--- config.mk ---
export PLATFORM = sky130hd
export DESIGN_NAME = rtp_header_parser
export DESIGN_NICKNAME = d
export VERILOG_FILES = /design/src/rhp_pkg.sv /design/src/rhp_capture.sv /design/src/rhp_result.sv /design/src/rtp_header_parser.sv
export VERILOG_INCLUDE_DIRS = /design/src /design/src/src
export SDC_FILE = /design/constraint.sdc
export NUM_CORES = 1
export LEC_CHECK = 0
export ABC_AREA = 0
export BUFFER_PORTS_ARGS = -buffer_cell sky130_fd_sc_hd__buf_2
export CAP_MARGIN = 20
export CELL_PAD_IN_SITES_DETAIL_PLACEMENT = 1
export CELL_PAD_IN_SITES_GLOBAL_PLACEMENT = 1
export CORE_MARGIN = 4
export CORE_UTILIZATION = 40
export DETAILED_ROUTE_END_ITERATION = 12
export GPL_TIMING_DRIVEN = 0
export PLACE_DENSITY_LB_ADDON = 0.1
export SYNTH_ARGS = -nofsm -noshare
export SYNTH_HDL_FRONTEND = slang
export SYNTH_SLANG_ARGS = --single-unit
--- constraint.sdc ---
create_clock -name clk -period 25.8 [get_ports clk]
set_input_delay 1.29 -clock clk [delete_from_list [all_inputs] [get_ports clk]]
set_output_delay 1.29 -clock clk [all_outputs]
set_load 0.02 [all_outputs]
--- src/assert_macros.svh ---
// assertion helpers used by the parser top level
`ifndef ASSERT_MACROS_SVH
`define ASSERT_MACROS_SVH

// same-cycle implication, checked out of reset
`define ASSERT_IMPL(lbl, clk, rstn, ante, cons, msg) \
	lbl: assert property (@(posedge clk) disable iff (!(rstn)) (ante) |-> (cons)) else $error(msg);

// next-cycle implication, checked out of reset
`define ASSERT_NEXT(lbl, clk, rstn, ante, cons, msg) \
	lbl: assert property (@(posedge clk) disable iff (!(rstn)) (ante) |=> (cons)) else $error(msg);

`endif

--- src/rhp_pkg.sv ---
`timescale 1ns / 1ps

package rhp_pkg;

	// byte counter width and header arithmetic width
	localparam int IDX_W = 16;
	localparam int HDR_W = 19;
	localparam int MAX_PACKET_BYTES_DEF = 65535;

	// header layout
	localparam logic [HDR_W-1:0] BASE_HDR_BYTES = HDR_W'(12);
	localparam logic [HDR_W-1:0] WORD_BYTES     = HDR_W'(4);
	localparam logic [HDR_W-1:0] EXT_LEN_OFS    = HDR_W'(2);
	localparam logic [1:0]       RTP_VERSION    = 2'd2;

	// fields frozen at the last byte of a packet
	typedef struct packed {
		logic [7:0]       b0;
		logic [7:0]       b1;
		logic [15:0]      seq;
		logic [31:0]      ts;
		logic [31:0]      ssrc;
		logic [15:0]      ext;
		logic [IDX_W-1:0] len;
		logic             ovf;
	} snap_t;

	// one parse result
	typedef struct packed {
		logic        ok;
		logic        padding;
		logic        extension;
		logic [3:0]  csrc_count;
		logic        marker;
		logic [6:0]  payload_type;
		logic [15:0] sequence_res;
		logic [31:0] timestamp;
		logic [31:0] ssrc;
		logic [15:0] header_length;
		logic [15:0] payload_size;
	} res_t;

	// fixed header plus csrc list
	function automatic logic [HDR_W-1:0] base_len(input logic [3:0] cc);
		base_len = BASE_HDR_BYTES + {{(HDR_W-6){1'b0}}, cc, 2'b00};
	endfunction

endpackage

--- src/rhp_capture.sv ---
`timescale 1ns / 1ps

module rhp_capture import rhp_pkg::*; #(
	parameter int MAX_PACKET_BYTES = MAX_PACKET_BYTES_DEF
) (
	input  logic       clk,
	input  logic       arst_n,
	input  logic       pkt_valid,
	output logic       pkt_stall,
	input  logic [7:0] data_byte,
	input  logic       last_byte,
	output logic       snap_valid,
	output snap_t      snap,
	input  logic       snap_take
);

	localparam logic [IDX_W-1:0] MAX_IDX = IDX_W'(MAX_PACKET_BYTES);

	logic             valid_s1;
	logic [7:0]       data_s1;
	logic             last_s1;
	logic             s1_go;
	logic             pkt_acc;

	logic [IDX_W-1:0] idx_q, idx_d;
	logic             ovf_q, ovf_d;
	logic [15:0]      first_q, first_d;
	logic [15:0]      seq_q, seq_d;
	logic [31:0]      ts_q, ts_d;
	logic [31:0]      ssrc_q, ssrc_d;
	logic [15:0]      ext_q, ext_d;
	logic [HDR_W-1:0] base;
	logic [HDR_W-1:0] pos;

	logic             snap_valid_s2;
	snap_t            snap_s2;

	// s1 drains unless a finished packet waits on a full snapshot stage
	assign s1_go     = !last_s1 || !snap_valid_s2 || snap_take;
	assign pkt_stall = valid_s1 && !s1_go;
	assign pkt_acc   = pkt_valid && !pkt_stall;

	// input register valid
	always_ff @(posedge clk or negedge arst_n) begin
		if (!arst_n) begin
			valid_s1 <= 1'b0;
		end else if (pkt_acc) begin
			valid_s1 <= 1'b1;
		end else if (s1_go) begin
			valid_s1 <= 1'b0;
		end
	end

	// input register payload
	always_ff @(posedge clk) begin
		if (pkt_acc) begin
			data_s1 <= data_byte;
			last_s1 <= last_byte;
		end
	end

	// field capture by byte position
	always_comb begin
		idx_d   = idx_q;
		ovf_d   = ovf_q;
		first_d = first_q;
		seq_d   = seq_q;
		ts_d    = ts_q;
		ssrc_d  = ssrc_q;
		ext_d   = ext_q;
		base    = base_len(first_q[11:8]);
		pos     = HDR_W'(idx_q);
		if (ovf_q || idx_q >= MAX_IDX) begin
			ovf_d = 1'b1;
		end else begin
			idx_d = idx_q + IDX_W'(1);
			if (idx_q < IDX_W'(2)) begin
				first_d = {first_q[7:0], data_s1};
			end else if (idx_q < IDX_W'(4)) begin
				seq_d = {seq_q[7:0], data_s1};
			end else if (idx_q < IDX_W'(8)) begin
				ts_d = {ts_q[23:0], data_s1};
			end else if (idx_q < IDX_W'(12)) begin
				ssrc_d = {ssrc_q[23:0], data_s1};
			end else if (pos == base + EXT_LEN_OFS || pos == base + EXT_LEN_OFS + HDR_W'(1)) begin
				ext_d = {ext_q[7:0], data_s1};
			end
		end
	end

	// packet state, cleared after the last byte
	always_ff @(posedge clk or negedge arst_n) begin
		if (!arst_n) begin
			idx_q   <= '0;
			ovf_q   <= 1'b0;
			first_q <= '0;
			seq_q   <= '0;
			ts_q    <= '0;
			ssrc_q  <= '0;
			ext_q   <= '0;
		end else if (valid_s1 && s1_go) begin
			if (last_s1) begin
				idx_q   <= '0;
				ovf_q   <= 1'b0;
				first_q <= '0;
				seq_q   <= '0;
				ts_q    <= '0;
				ssrc_q  <= '0;
				ext_q   <= '0;
			end else begin
				idx_q   <= idx_d;
				ovf_q   <= ovf_d;
				first_q <= first_d;
				seq_q   <= seq_d;
				ts_q    <= ts_d;
				ssrc_q  <= ssrc_d;
				ext_q   <= ext_d;
			end
		end
	end

	// snapshot stage valid
	always_ff @(posedge clk or negedge arst_n) begin
		if (!arst_n) begin
			snap_valid_s2 <= 1'b0;
		end else if (valid_s1 && s1_go && last_s1) begin
			snap_valid_s2 <= 1'b1;
		end else if (snap_take) begin
			snap_valid_s2 <= 1'b0;
		end
	end

	// snapshot stage payload
	always_ff @(posedge clk) begin
		if (valid_s1 && s1_go && last_s1) begin
			snap_s2.b0   <= first_d[15:8];
			snap_s2.b1   <= first_d[7:0];
			snap_s2.seq  <= seq_d;
			snap_s2.ts   <= ts_d;
			snap_s2.ssrc <= ssrc_d;
			snap_s2.ext  <= ext_d;
			snap_s2.len  <= idx_d;
			snap_s2.ovf  <= ovf_d;
		end
	end

	assign snap_valid = snap_valid_s2;
	assign snap       = snap_s2;

endmodule

--- src/rhp_result.sv ---
`timescale 1ns / 1ps

module rhp_result import rhp_pkg::*; (
	input  logic  clk,
	input  logic  arst_n,
	input  logic  snap_valid,
	input  snap_t snap,
	output logic  snap_take,
	output logic  res_valid,
	input  logic  res_stall,
	output res_t  res
);

	logic             res_valid_q;
	res_t             res_q;
	res_t             res_d;
	logic [HDR_W-1:0] len;
	logic [HDR_W-1:0] base;
	logic [HDR_W-1:0] ext_hdr;
	logic [HDR_W-1:0] hdr;
	logic [HDR_W-1:0] pay;
	logic             ok_pre;
	logic             ok;

	assign snap_take = snap_valid && (!res_valid_q || !res_stall);

	// header length and error checks
	always_comb begin
		len     = HDR_W'(snap.len);
		base    = base_len(snap.b0[3:0]);
		ext_hdr = base + WORD_BYTES + {1'b0, snap.ext, 2'b00};
		ok_pre  = !snap.ovf && len >= BASE_HDR_BYTES && snap.b0[7:6] == RTP_VERSION;
		if (ok_pre && snap.b0[4] && len > base + WORD_BYTES) begin
			hdr = ext_hdr;
		end else begin
			hdr = base;
		end
		ok  = ok_pre && hdr < len;
		pay = len - hdr;

		res_d = '0;
		if (ok) begin
			res_d.ok            = 1'b1;
			res_d.padding       = snap.b0[5];
			res_d.extension     = snap.b0[4];
			res_d.csrc_count    = snap.b0[3:0];
			res_d.marker        = snap.b1[7];
			res_d.payload_type  = snap.b1[6:0];
			res_d.sequence_res  = snap.seq;
			res_d.timestamp     = snap.ts;
			res_d.ssrc          = snap.ssrc;
			res_d.header_length = hdr[15:0];
			res_d.payload_size  = pay[15:0];
		end
	end

	// result register valid
	always_ff @(posedge clk or negedge arst_n) begin
		if (!arst_n) begin
			res_valid_q <= 1'b0;
		end else if (snap_take) begin
			res_valid_q <= 1'b1;
		end else if (!res_stall) begin
			res_valid_q <= 1'b0;
		end
	end

	// result register payload
	always_ff @(posedge clk) begin
		if (snap_take) begin
			res_q <= res_d;
		end
	end

	assign res_valid = res_valid_q;
	assign res       = res_q;

endmodule

--- src/rtp_header_parser.sv ---
// channel  | handshake            | payload
// packet   | pkt_valid/pkt_stall  | data_byte, last_byte
// result   | res_valid/res_stall  | ok .. payload_size
//
// one byte is taken every cycle while pkt_stall is low; after the last byte, a result passes
// through the input register, snapshot register and result register
// arst_n clears all control and packet state; payload registers hold no reset
// a waiting result stalls the snapshot, which stalls the input only on a last byte
`timescale 1ns / 1ps
`include "assert_macros.svh"

module rtp_header_parser import rhp_pkg::*; #(
	parameter int MAX_PACKET_BYTES = MAX_PACKET_BYTES_DEF
) (
	input  logic        clk,
	input  logic        arst_n,
	input  logic        pkt_valid,
	output logic        pkt_stall,
	input  logic [7:0]  data_byte,
	input  logic        last_byte,
	output logic        res_valid,
	input  logic        res_stall,
	output logic        ok,
	output logic        padding,
	output logic        extension,
	output logic [3:0]  csrc_count,
	output logic        marker,
	output logic [6:0]  payload_type,
	output logic [15:0] sequence_res,
	output logic [31:0] timestamp,
	output logic [31:0] ssrc,
	output logic [15:0] header_length,
	output logic [15:0] payload_size
);

	logic  snap_valid;
	logic  snap_take;
	snap_t snap;
	res_t  res;

	// byte capture and packet snapshot
	rhp_capture #(
		.MAX_PACKET_BYTES(MAX_PACKET_BYTES)
	) u_capture (
		.clk       (clk),
		.arst_n    (arst_n),
		.pkt_valid (pkt_valid),
		.pkt_stall (pkt_stall),
		.data_byte (data_byte),
		.last_byte (last_byte),
		.snap_valid(snap_valid),
		.snap      (snap),
		.snap_take (snap_take)
	);

	// header checks and result register
	rhp_result u_result (
		.clk       (clk),
		.arst_n    (arst_n),
		.snap_valid(snap_valid),
		.snap      (snap),
		.snap_take (snap_take),
		.res_valid (res_valid),
		.res_stall (res_stall),
		.res       (res)
	);

	assign ok            = res.ok;
	assign padding       = res.padding;
	assign extension     = res.extension;
	assign csrc_count    = res.csrc_count;
	assign marker        = res.marker;
	assign payload_type  = res.payload_type;
	assign sequence_res  = res.sequence_res;
	assign timestamp     = res.timestamp;
	assign ssrc          = res.ssrc;
	assign header_length = res.header_length;
	assign payload_size  = res.payload_size;

	// failed parse carries an all-zero result
	`ASSERT_IMPL(a_err_zero, clk, arst_n, res_valid && !ok, header_length == 16'd0 && payload_size == 16'd0 && ssrc == 32'd0, "error result not cleared")
	// good header covers the fixed part and csrc list
	`ASSERT_IMPL(a_hdr_min, clk, arst_n, res_valid && ok, header_length >= 16'd12 + {10'd0, csrc_count, 2'b00}, "header length below csrc list")
	// a snapshot transfer always fills the result register
	`ASSERT_NEXT(a_take_fill, clk, arst_n, snap_take, res_valid, "snapshot transfer lost")

endmodule

# [Word level (Yosys, flattened, before mapping)]
# Cells that the tools add are included.
[word_totals] register_bits=397
[op_classes] eq_ne=4 n_addsub=8 n_reduce_logical=24 n_lt_le_gt_ge=8 n_mux=37
[op_table] cell="$mux 32" count=11
[op_table] cell="$mux 16" count=16
[op_table] cell="$mux 127" count=1
[op_table] cell="$eq 16x19->1" count=2
[op_table] cell="$lt 16x4->1 const B" count=2
[op_table] cell="$add 19x1->19 const B" count=1
[op_table] cell="$add 19x18->19" count=1
[op_table] cell="$add 19x2->19 const B" count=1
[op_table] cell="$add 19x3->19 const B" count=1
[op_table] cell="$gt 16x19->1" count=1
[op_table] cell="$lt 19x16->1" count=1
[op_table] cell="$mux 19" count=1
[op_table] cell="$add 16x1->16 const B" count=1
[op_table] cell="$ge 16x16->1 const B" count=1
[op_table] cell="$ge 16x4->1 const B" count=1
[op_table] cell="$lt 16x2->1 const B" count=1
[op_table] cell="$lt 16x3->1 const B" count=1
[op_table] cell="$sub 16x16->16" count=1
[op_table] cell="$add 4x6->7 const A" count=2
[op_table] cell="$logic_and 1x1->1" count=10
[op_table] cell="$mux 1" count=8
[op_table] cell="$logic_not 1->1" count=7
[op_table] cell="$logic_or 1x1->1" count=5
[op_table] cell="$reduce_bool 2->1" count=2
[op_table] cell="2 further kinds" count=2

# [Logic depth before layout (Yosys ltp)]
# Gate-level depths: netlist (run 1).
[logic_depth] ltp_word=12 ltp_mapped=22 depth_no_buf=20

# [Modules after synthesis]
# Synthesis (run 1) repeated with hierarchy kept, for this count alone.
[hier_totals] cells_unflattened=1393 hier_area_um2=17803.3
[by_module_without_submodules] mod="rhp_capture" cells_each=871 seq_area_each_um2=7422.1 area_each_um2=11298.3 n_inst=1
[by_module_without_submodules] mod="rhp_result" cells_each=522 seq_area_each_um2=3778.6 area_each_um2=6505.0 n_inst=1

# [Worst setup path before layout (run 1)]
# OpenSTA, ideal clock, no wires.
[synth_timing] kind="input port to flip-flop" startpoint="input port res_stall" endpoint="register u_result.res_q (netlist bit u_result.res[0]), enable pin" stages=1 path_slack_ps=14674 n_path_buf=0 t_arrival_ps=10328 path_cell_list="a21boi_0"
[synth_via] elab_chain_cells=3
[synth_rtl] element="start, declared" line="rtp_header_parser.sv:22" text="input logic res_stall,"
[synth_rtl] element="$logic_not 1->1" line="rhp_result.sv:25" text="assign snap_take = snap_valid && (!res_valid_q || !res_stall);"
[synth_rtl] element="$logic_or 1x1->1" line="rhp_result.sv:25"
[synth_rtl] element="$logic_and 1x1->1" line="rhp_result.sv:25"
[synth_rtl] element="end signal, assigned" line="rhp_result.sv:71" text="res_q <= res_d;"
[synth_rtl] element="end, declared" line="rhp_result.sv:15" text="res_t res_q;"
# No other way between the ends.
# A chain may end at the register's enable or synchronous reset.

# [Worst setup path in the final report (run 1)]
[layout_timing] startpoint="register u_capture.snap_s2 (netlist bit u_capture.snap[121])" endpoint="register u_result.res_q (netlist bit u_result.res[38]) (data pin)"
[layout_via] elab_chain_cells=7 elab_cells_between_ends=8 cone_classes="3 x add/sub; 2 x order compare; 1 x mux; 2 x reduce/logical"
[layout_rtl] element="start, declared" line="rhp_capture.sv:36" text="snap_t snap_s2;"
[layout_rtl] element="$add 4x6->7 *" line="rhp_pkg.sv:45" text="base_len = BASE_HDR_BYTES + {{(HDR_W-6){1'b0}}, cc, 2'b00};"
[layout_rtl] element="$add 19x3->19 *" line="rhp_result.sv:31, rhp_result.sv:33"
[layout_rtl] element="$gt 16x19->1" line="rhp_result.sv:33" text="if (ok_pre && snap.b0[4] && len > base + WORD_BYTES) begin"
[layout_rtl] element="$logic_and 1x1->1" line="rhp_result.sv:33"
[layout_rtl] element="$mux 19 *" line="rhp_result.sv:33"
[layout_rtl] element="via u_result.hdr[9]" line="rhp_result.sv:20" text="logic [HDR_W-1:0] hdr;"
[layout_rtl] element="$lt 19x16->1 *" line="rhp_result.sv:38" text="ok = ok_pre && hdr < len;"
[layout_rtl] element="$logic_and 1x1->1 *" line="rhp_result.sv:38"
# The timed path passes the listed nets; every way through them passes the cells marked *.

==> key figures, run 1 <==
Final layout
  • Fin cells: 2,310
  • Diodes inserted: 0
  • Final instance area: about 0.022 sq mm
  • Nets: approximately 1,700
  • Area grow syn2layout: 16.66%
  • Layout Utilization: 0.4730
  • Layout cells sized above 1: 0.2158

Clock tree
  • Setup Buffers After CTS: 0
  • Clock slew at reported path FFs: about 60 ps
  • Num CTS Buffers: 43
  • Root Buffer: clkbuf_16
  • Hold_buf cts: 0
  • H-tree levels: 2
  • Clock sinks: 395
  • Worst-skew pair later-pin latency: just under 600 ps
  • Clock Tree Buf Depth: 3
  • Post-cts sizing count: 0
  • CTS tree: done

Critical path
  • Worst-case reg-to-reg path depth: 21
  • RR Startpoint: u_capture.snap[121]
  • Reg2reg setup slack: 19,690 ps
  • Worst Path Max Fanout: 10
  • Crit end category: flop
  • Crit path launch type: flop
  • Critical Path RT: ~26,000 ps
  • R2R Path End: u_result.res[38]
  • CP arrival: about 6500 ps
  • Worst Setup Path Type: flop to flop

STA
  • Least-Margin Pin Slew: between 900 and 1000 ps
  • Final worst slack: 19,690 ps
  • Clk_skew: between 15 and 20 ps
  • Relative slew slack: 0.3670
  • Tmin final: 6115 ps
  • Final Hold Vio Count: 0
  • Max Freq: 163.5 MHz
  • Final setup viols: 0
  • Final max-slew violation count: 0
  • Setup_tns: 0 ps
  • Unrepaired setup endpoints after global routing: no
  • Fin crit share: 0.2370

Routing
  • Via Count: 12,340
  • Residual DRC: 0
  • Via density per instance: between 5 and 6
  • Final ANT Viol Nets: 0
  • Routed WL: between 40,000 and 50,000 microns
  • Initial drt markers: ~690
  • Initial DRT Pass Iterations: 4
  • WL/cell: around 21 microns

Power
  • Sequential power share: 0.481
  • Comb power frac: 0.141
  • PwrDens: 75.83 mW/mm^2
  • Switching power: roughly 0.00044 W
  • Worst VDD drop: between 0.00004 and 0.00005 V
  • Leak Pwr: ~8.6 nW
  • Sw Share: 0.2675
  • P_int: 0.001195 W
  • Clock power frac: 0.378

Global routing
  • Total grt overflow: 0
  • Overall Global Routing Usage: 0.1930
  • Met1 Usage GRT: 0.2739
  • Largest net degree at the start of global routing: between 90 and 100
  • First-pass GRT wire length: about 76,000 microns
  • Met2 Resource Use GR: 0.3153
  • GRT Max-Usage Layer: met2
  • Initial antenna violation count: 0
  • Vias in the first global route: between 10,000 and 15,000
  • Grt met3 use: 0.03012

Synth
  • Primary FF master, synth: edfxtp_1
  • Number of synthesized flops with an enable pin: 263
  • Async SR Flop Fraction: 0.3342
  • Syn Inst Count: 1,482
  • Synth Cell Area: between 0.015 and 0.02 sq mm
  • Netlist cell types: 74
  • Ys Warns: 0
  • Syn avg cell area: between 10 and 15 sq um
  • Seq/Total Area, Yosys: 0.6074
  • Synthesized flop and latch total: around 400

Worst hold path
  • HP Class: flop to flop
  • Hold Path Origin: u_capture.ssrc_q[27]
  • Worst hold path stage count: 2
  • WHS Endpoint: u_capture.ssrc_q[27]

Die
  • I/O pin cnt: between 100 and 150
  • Core box area: 0.04548 sq mm
  • Die Area: between 0.04 and 0.05 sq mm
  • Row count: 78
  • Initial cell density of the core: 0.4055
  • Die Wd: 222.7 microns
  • Die Y: 222.7 microns

Placement
  • GP Congestion: around 0.84
  • Placed insts: about 2,200
  • Placed cell areas: around 0.02 sq mm
  • PortBufs: approximately 140
  • Detailed placement HPWL: roughly 33,000 microns
  • Pre-CTS WS: 19,660 ps

Job
  • # Max-Cap Violations: 0

Run status
  • Status: finished, final reports clean
[cell usage after synthesis, types with 25 or more instances]
library cell | instances | area (sq um)
a21oi_1 | 25 | 125.1
a22oi_1 | 92 | 690.7
and2_1 | 99 | 619.3
clkbuf_1 | 54 | 202.7
dfrtp_1 | 132 | 3303
edfxtp_1 | 263 | 7898
ha_1 | 44 | 550.5
inv_1 | 40 | 150.1
mux2_2 | 89 | 1002
nand2_1 | 141 | 529.3
nor2_1 | 56 | 210.2
o21ai_0 | 95 | 475.5
o21ai_1 | 34 | 170.2
[power groups by stage]
| stage | Sequential, W | Combinational, W | Clock [W] |
|---|---|---|---|
| 2_1_floorplan | 0.000806 | 0.000140 | 0 |
| 3_3_place_gp | 0.000806 | 0.000219 | 0 |
| 3_5_place_dp | 0.000797 | 0.000231 | 0 |
| 4_1_cts | 0.000785 | 0.000233 | 0.000634 |
| 5_1_grt | 0.000792 | 0.000255 | 0.000663 |
| 6_report | 0.000785 | 0.000230 | 0.000616 |
[cell families after synthesis]
group / after synthesis / share of synthesized area
AO/OA/AOI/OAI: 331 / 0.1177
multiplexers: 113 / 0.07145
AND/OR/NAND/NOR: 416 / 0.1170
XOR/XNOR: 38 / 0.01805
adder cells (fa/ha/maj): 46 / 0.03203
flip-flops: 395 / 0.6074
buffers and inverters: 142 / 0.03617
other: 1 / 0.0002034
[cells in the final DEF, fill, tap and decap left out, types with 44 or more instances in the layout]
cell,netlist,final
a22oi_1,92,92
and2_1,99,99
buf_2,22,160
clkbuf_1,54,71
dfrtp_1,132,132
edfxtp_1,263,263
ha_1,44,44
mux2_2,89,89
nand2_1,141,141
nor2_1,56,56
o21ai_0,95,95
[metal layers]
layer,vias up,routed length (microns)
li1,5812,-
met1,6291,22480
met2,180,23130
met3,61,1467
met4,0,951
met5,-,0
[registers in the layout, summed over array words and instances, names as in the netlist, 8 cells and up]
name and flops:
u_capture.data_s1 8, u_capture.snap 129, u_capture.ext_q 16, u_capture.idx_q 16, u_capture.first_q 16, u_capture.ts_q 32
u_result.res 125, u_capture.ssrc_q 32, u_capture.seq_q 16
[layout make-up]
| type | count | area, sq um |
|---|---|---|
| inverter | 42 | 157.7 |
| multi-input combinational | 946 | 6593 |
| clock inverter | 20 | 254.0 |
| sequential | 395 | 11200 |
| buffer | 100 | 509.2 |
| timing repair buffer | 147 | 907.1 |
| tap | 600 | 750.7 |
| fill | 4820 | 23970 |
| clock buffer | 60 | 1140 |
[stage by stage]
step / hold WS [ps] / total power (W)
final: 505.0 / 0.001631
after global routing: 530.8 / 0.001710
after CTS: 512.5 / 0.001653
after detailed placement: 496.3 / 0.001029
after global placement: 477.0 / 0.001026
after floorplan: 465.3 / 0.0009462
[worst max-delay path by stage]
stage                              startpoint               end  slack [ps]  cells after the start
after floorplan                     res_stall   u_result.res[0]       14670                      1
after global placement              res_stall   u_result.res[4]       10270                      2
after detailed placement  u_capture.snap[121]  u_result.res[38]       19660                     21
after CTS                 u_capture.snap[121]  u_result.res[38]       19610                     21
after global routing      u_capture.snap[121]  u_result.res[44]       19240                     22
final                     u_capture.snap[121]  u_result.res[38]       19690                     21
[worst max-delay path: stages (launching register included)]
cell and delay, ps:
edfxtp_1 480, inv_1 160, ha_1 270, nor2_1 100, nand4_1 170, ha_1 350, and4_1 210, nand4_1 100
a21oi_1 90, a211oi_1 800, clkbuf_1 530, nand2_1 240, inv_1 110, ha_1 300, a211o_1 300, a211oi_1 280
o211ai_2 230, o21bai_4 280, inv_2 220, buf_4 270, clkbuf_2 250, and2_1 210
(Power assumes the default switching activity.)
==> inputs of run 2 (changes only) <==
==> constraint.sdc (replaced) <==
create_clock -name clk -period 6.2 [get_ports clk]
set_input_delay 0.31 -clock clk [delete_from_list [all_inputs] [get_ports clk]]
set_output_delay 0.31 -clock clk [all_outputs]
set_load 0.02 [all_outputs]
==> run 2 against run 1 <==
Sequential cell count unchanged. Critical path type unchanged. Fmax increased by 4.6%. Final cell count grew 0.52%.
==> key figures, run 2 (synthesis results as in run 1) <==
Run status
  • Status: finished, final reports clean

Critical path
  • Worst Path Max Fanout: 10
  • CP arrival: 6260 ps
  • Critical Path RT: roughly 6600 ps
  • RR Startpoint: u_capture.snap[121]
  • Crit end category: flop
  • Worst-case reg-to-reg path depth: 22
  • Worst Setup Path Type: flop to flop
  • Reg2reg setup slack: 350 ps
  • Crit path launch type: flop
  • R2R Path End: u_result.res[38]

STA
  • Worst hold margin: 364.0 ps
  • Least-Margin Pin Slew: 1005 ps
  • Fin crit share: 0.9433
  • Setup_tns: 0 ps
  • Relative slew slack: 0.3298
  • Clk_skew: roughly 25 ps
  • Final max-slew violation count: 0
  • Unrepaired setup endpoints after global routing: no
  • Tmin final: between 5000 and 6000 ps
  • Max Freq: 171.0 MHz
  • Final setup viols: 0
  • Final Hold Vio Count: 0
  • Final worst slack: between 300 and 400 ps

Global routing
  • Overall Global Routing Usage: 0.1942
  • Largest net degree at the start of global routing: 73
  • Total grt overflow: 0
  • Initial antenna violation count: 0
  • Vias in the first global route: 13,160
  • First-pass GRT wire length: a little under 80,000 microns

Routing
  • Residual DRC: 0
  • Via density per instance: about 5.3
  • Routed WL: ~49,000 microns
  • Final ANT Viol Nets: 0
  • Via Count: 12,390
  • Initial drt markers: 674
  • Initial DRT Pass Iterations: 5
  • WL/cell: 20.95 microns

Final layout
  • Fill cells: 4,803
  • Nets: 1,747
  • Commonest non-fill, non-tap cell in the layout: edfxtp_1
  • Area grow syn2layout: 17.72%
  • Fin cells: 2,322
  • Layout cells sized above 1: 0.2236
  • Final instance area: 0.02171 sq mm
  • Number of flip-flops in the largest register: approximately 130
  • Commonest non-fill, non-tap cells in the layout: edfxtp_1, buf_2, nand2_1, dfrtp_1, and2_1
  • Diodes inserted: 0

Power
  • Comb power frac: 0.140
  • PwrDens: 316.8 mW/mm^2
  • Switching power: between 0.0015 and 0.002 W
  • Sequential power share: 0.476
  • Clock power frac: 0.385
  • Worst VDD drop: roughly 0.00017 V
  • P_int: approximately 0.0050 W
  • Sw Share: 0.2672
  • Leak Pwr: about 8.7 nW

Clock tree
  • Num CTS Buffers: 44
  • Worst-skew pair later-pin latency: between 500 and 600 ps
  • Clock Tree Buf Depth: 3
  • Clock sinks: a little under 400
  • Root Buffer: clkbuf_16
  • Setup Buffers After CTS: 0
  • H-tree levels: 2
  • CTS tree: done
  • Clock slew at reported path FFs: approximately 60 ps

Die
  • Die Y: around 220 microns
  • I/O pin cnt: between 100 and 150
  • Initial cell density of the core: 0.4055
  • Core box area: between 0.04 and 0.05 sq mm
  • Die Area: around 0.050 sq mm
  • Row count: about 80
  • Die Wd: 222.7 microns

Placement
  • Placed cell areas: 0.02010 sq mm
  • Placed insts: about 2,200
  • Detailed placement HPWL: 33,270 microns
  • GP Congestion: around 0.83
  • PortBufs: around 140
  • Pre-CTS WS: 32.76 ps

Worst hold path
  • HP Class: input port to asynchronous set/reset pin

Job
  • # Max-Cap Violations: 0
-- run 2: layer usage --
layer  global-route usage  part of all wire  wire (microns)
met2               0.3163              0.47           22900
met4              0.05508             0.028            1345
met1               0.2701              0.46           22590
met3              0.03303             0.037            1817
met5                    0                 0               0
-- run 2: worst max-delay path by stage --
stage                   startpoint            endpoint  slack, ps  cells after the start
2_1_floorplan   u_result.res_valid     u_result.res[0]       1590                      1
3_3_place_gp     u_capture.last_s1  u_capture.snap[54]       -610                      4
3_5_place_dp   u_capture.snap[121]    u_result.res[91]         30                     21
4_1_cts        u_capture.snap[121]    u_result.res[38]        150                     22
5_1_grt        u_capture.snap[121]    u_result.res[32]         30                     22
6_report       u_capture.snap[121]    u_result.res[38]        350                     22
-- run 2: per-stage QoR --
step	utilization	total power, W
final	0.4773	0.006878
after global placement	0.4374	0.004243
after floorplan	-	0.003921
after global routing	0.4773	0.007199
after CTS	0.4772	0.006963
after detailed placement	0.4420	0.004276
-- run 2: timing repair --
item	in CTS	in global routing
gates resized for setup	2	6
hold buffers	12	0
setup endpoints to repair	1	51
cloned	0	0
endpoints found under the hold margin	82	0
-- run 2: power by group through the flow --
stage / registers, W / logic (W) / clock network (W)
after global placement: 0.00333 / 0.000911 / 0
after floorplan: 0.00334 / 0.000585 / 0
after global routing: 0.00330 / 0.00106 / 0.00284
after CTS: 0.00327 / 0.000973 / 0.00272
final: 0.00327 / 0.000961 / 0.00265
after detailed placement: 0.00332 / 0.000957 / 0
-- run 2: final cells by class --
class / count / area [sq um] / share of cell area
plain buffers: 100 / 515.5 / 0.02375
clock buffers: 59 / 1229 / 0.05660
clock inverters: 21 / 244.0 / 0.01124
inverters: 42 / 157.7 / 0.007263
multi-input cells: 946 / 6598 / 0.3039
flip-flops and latches: 395 / 11200 / 0.5160
well taps: 600 / 750.7 / 0.03458
repair buffers: 159 / 1012 / 0.04663
-- run 2: critical path: stages, from the launching register on --
cell and delay (ps):
edfxtp_1 490, inv_1 140, ha_1 350, nor2_1 100
nand4_1 170, ha_1 360, and4_1 210, nand4_1 100
a21oi_1 250, a211o_1 230, clkbuf_2 260, clkbuf_4 260
nor2_1 70, ha_1 360, a21o_1 210, a211o_1 300
a211oi_1 290, o211ai_2 230, o21bai_4 290, inv_2 220
buf_4 290, clkbuf_2 260, and2_1 210
==> inputs of run 3 (changes only) <==
==> constraint.sdc (replaced) <==
create_clock -name clk -period 6.2 [get_ports clk]
set_input_delay 1.24 -clock clk [delete_from_list [all_inputs] [get_ports clk]]
set_output_delay 1.24 -clock clk [all_outputs]
set_load 0.02 [all_outputs]
==> run 3 against run 2 <==
First-iteration DRC count fell by 1.2%. Critical path depth is the same. Total power about the same. Critical endpoint unchanged. Largest cell class unchanged. Largest power group unchanged.
==> key figures, run 3 (synthesis results as in run 1) <==
Clock tree
  • CTS tree: done
  • H-tree levels: 2
  • Setup Buffers After CTS: 0
  • Worst-skew pair later-pin latency: 580 ps
  • Clock sinks: about 400
  • Clock Tree Buf Depth: 3
  • Clock slew at reported path FFs: roughly 60 ps
  • Num CTS Buffers: between 40 and 50
  • Root Buffer: clkbuf_16
  • Hold_buf cts: 0

STA
  • Fin crit share: 0.9361
  • Final setup viols: 0
  • Clk_skew: 22.63 ps
  • Final max-slew violation count: 0
  • Unrepaired setup endpoints after global routing: no
  • Final Hold Vio Count: 0
  • Least-Margin Pin Slew: a little under 1000 ps
  • Tmin final: around 5800 ps
  • Relative slew slack: 0.3558
  • Max Freq: between 150 and 200 MHz
  • Setup_tns: 0 ps

Power
  • PwrDens: between 300 and 400 mW/mm^2
  • Leak Pwr: around 8.6 nW
  • Worst VDD drop: roughly 0.00017 V

Die
  • Row count: just under 80
  • Die Y: approximately 220 microns
  • Core box area: 0.04548 sq mm
  • Initial cell density of the core: 0.4055
  • I/O pin cnt: 142
  • Die Wd: 222.7 microns
  • Die Area: roughly 0.050 sq mm

Critical path
  • Worst Path Max Fanout: 10
  • Crit end category: flop
  • Critical Path RT: roughly 6600 ps
  • CP arrival: 6220 ps
  • Worst Setup Path Type: flop to flop
  • Crit path launch type: flop

Global routing
  • Vias in the first global route: between 10,000 and 15,000
  • First-pass GRT wire length: roughly 76,000 microns
  • Largest net degree at the start of global routing: 73
  • Initial antenna violation count: 0
  • Total grt overflow: 0
  • Overall Global Routing Usage: 0.1933

Routing
  • Initial DRT Pass Iterations: 4
  • Via density per instance: 5.348
  • Initial drt markers: 666
  • Via Count: 12,350
  • Routed WL: approximately 48,000 microns
  • Final ANT Viol Nets: 0
  • Residual DRC: 0
  • WL/cell: approximately 21 microns

Worst hold path
  • HP Class: flop to flop

Final layout
  • Area grow syn2layout: 17.06%
  • Final instance area: between 0.02 and 0.025 sq mm
  • Number of flip-flops in the largest register: about 130
  • Nets: roughly 1,700
  • Layout cells sized above 1: 0.2251
  • Commonest non-fill, non-tap cells in the layout: edfxtp_1, buf_2, nand2_1, dfrtp_1, and2_1
  • Commonest non-fill, non-tap cell in the layout: edfxtp_1
  • Diodes inserted: 0

Placement
  • Placed cell areas: 0.02010 sq mm
  • GP Congestion: 0.8316
  • Detailed placement HPWL: between 30,000 and 40,000 microns
  • PortBufs: around 140

Job
  • # Max-Cap Violations: 0

Run status
  • Status: finished, final reports clean
[run 3: changes by cell type in the layout (fill, tap and decap cells not counted)]
| cell | previous run | this run |
|---|---|---|
| dlygate4sd3_1 | 12 | 0 |
[run 3: power breakdown]
group | switching [W] | leakage [nW] | internal (W)
Combinational | 0.000573 | 3.55 | 0.000382
Sequential | 0.000184 | 4.35 | 0.00309
Clock | 0.00108 | 0.716 | 0.00157
[run 3: cell type report]
class                      count  area (sq um)
buffer                       100         515.5
fill                        4802         23890
multi-input combinational    946          6598
clock inverter                21         244.0
inverter                      42         157.7
tap                          600         750.7
clock buffer                  59          1229
sequential                   395         11200
timing repair buffer         147         892.1
[run 3: what timing repair did]
item	4_1_cts	5_1_grt
cloned	0	0
setup endpoints to repair	1	51
gates resized for setup	2	6
hold endpoints to repair	0	0
[run 3: per-stage QoR]
step / utilization / instances / setup slack, ps / hold WS [ps] / power [W]
detailed placement: 0.4420 / 2230 / 32.76 / 499.1 / 0.004276
CTS: 0.4746 / 2310 / 149.7 / 512.8 / 0.006957
finish: 0.4747 / 2310 / 396.1 / 505.4 / 0.006874
global route: 0.4747 / 2310 / 33.48 / 536.5 / 0.007190
global placement: 0.4374 / 2222 / -614.9 / 474.8 / 0.004243
floorplan: - / 1483 / 1145 / 464.6 / 0.003921
[run 3: routing by layer]
metal | vias up | share of wire | track usage
li1 | 5814 | - | -
met1 | 6265 | 0.47 | 0.2693
met2 | 197 | 0.47 | 0.3142
met3 | 78 | 0.033 | 0.03303
met4 | 0 | 0.028 | 0.05448
met5 | - | 0 | 0
[run 3: path summary, 6_finish.rpt]
kind / start / endpoint / slack [ps] / depth (start not counted)
worst max register to register: u_capture.snap[121] / u_result.res[38] / 400 / 22
min in group asynchronous: arst_n / u_capture.ssrc_q[29] / 720 / 1
worst max-delay path: u_capture.snap[121] / u_result.res[38] / 400 / 22
max in group asynchronous: arst_n / u_capture.first_q[12] / 4670 / 2
worst min-delay path: u_capture.seq_q[15] / u_capture.seq_q[15] / 510 / 2
worst min register to register: u_capture.seq_q[15] / u_capture.seq_q[15] / 510 / 2
[run 3: worst max-delay path, cell delays in order (launching register included)]
cell and delay [ps]:
edfxtp_1 490, inv_1 140, ha_1 350, nor2_1 100, nand4_1 170, ha_1 360
and4_1 210, nand4_1 110, a21oi_1 250, a211o_1 230, clkbuf_2 260, clkbuf_4 260
nor2_1 70, ha_1 360, a21o_1 210, a211o_1 300, a211oi_1 270, o211ai_2 230
o21bai_4 290, inv_2 220, buf_4 280, clkbuf_2 260, and2_1 210
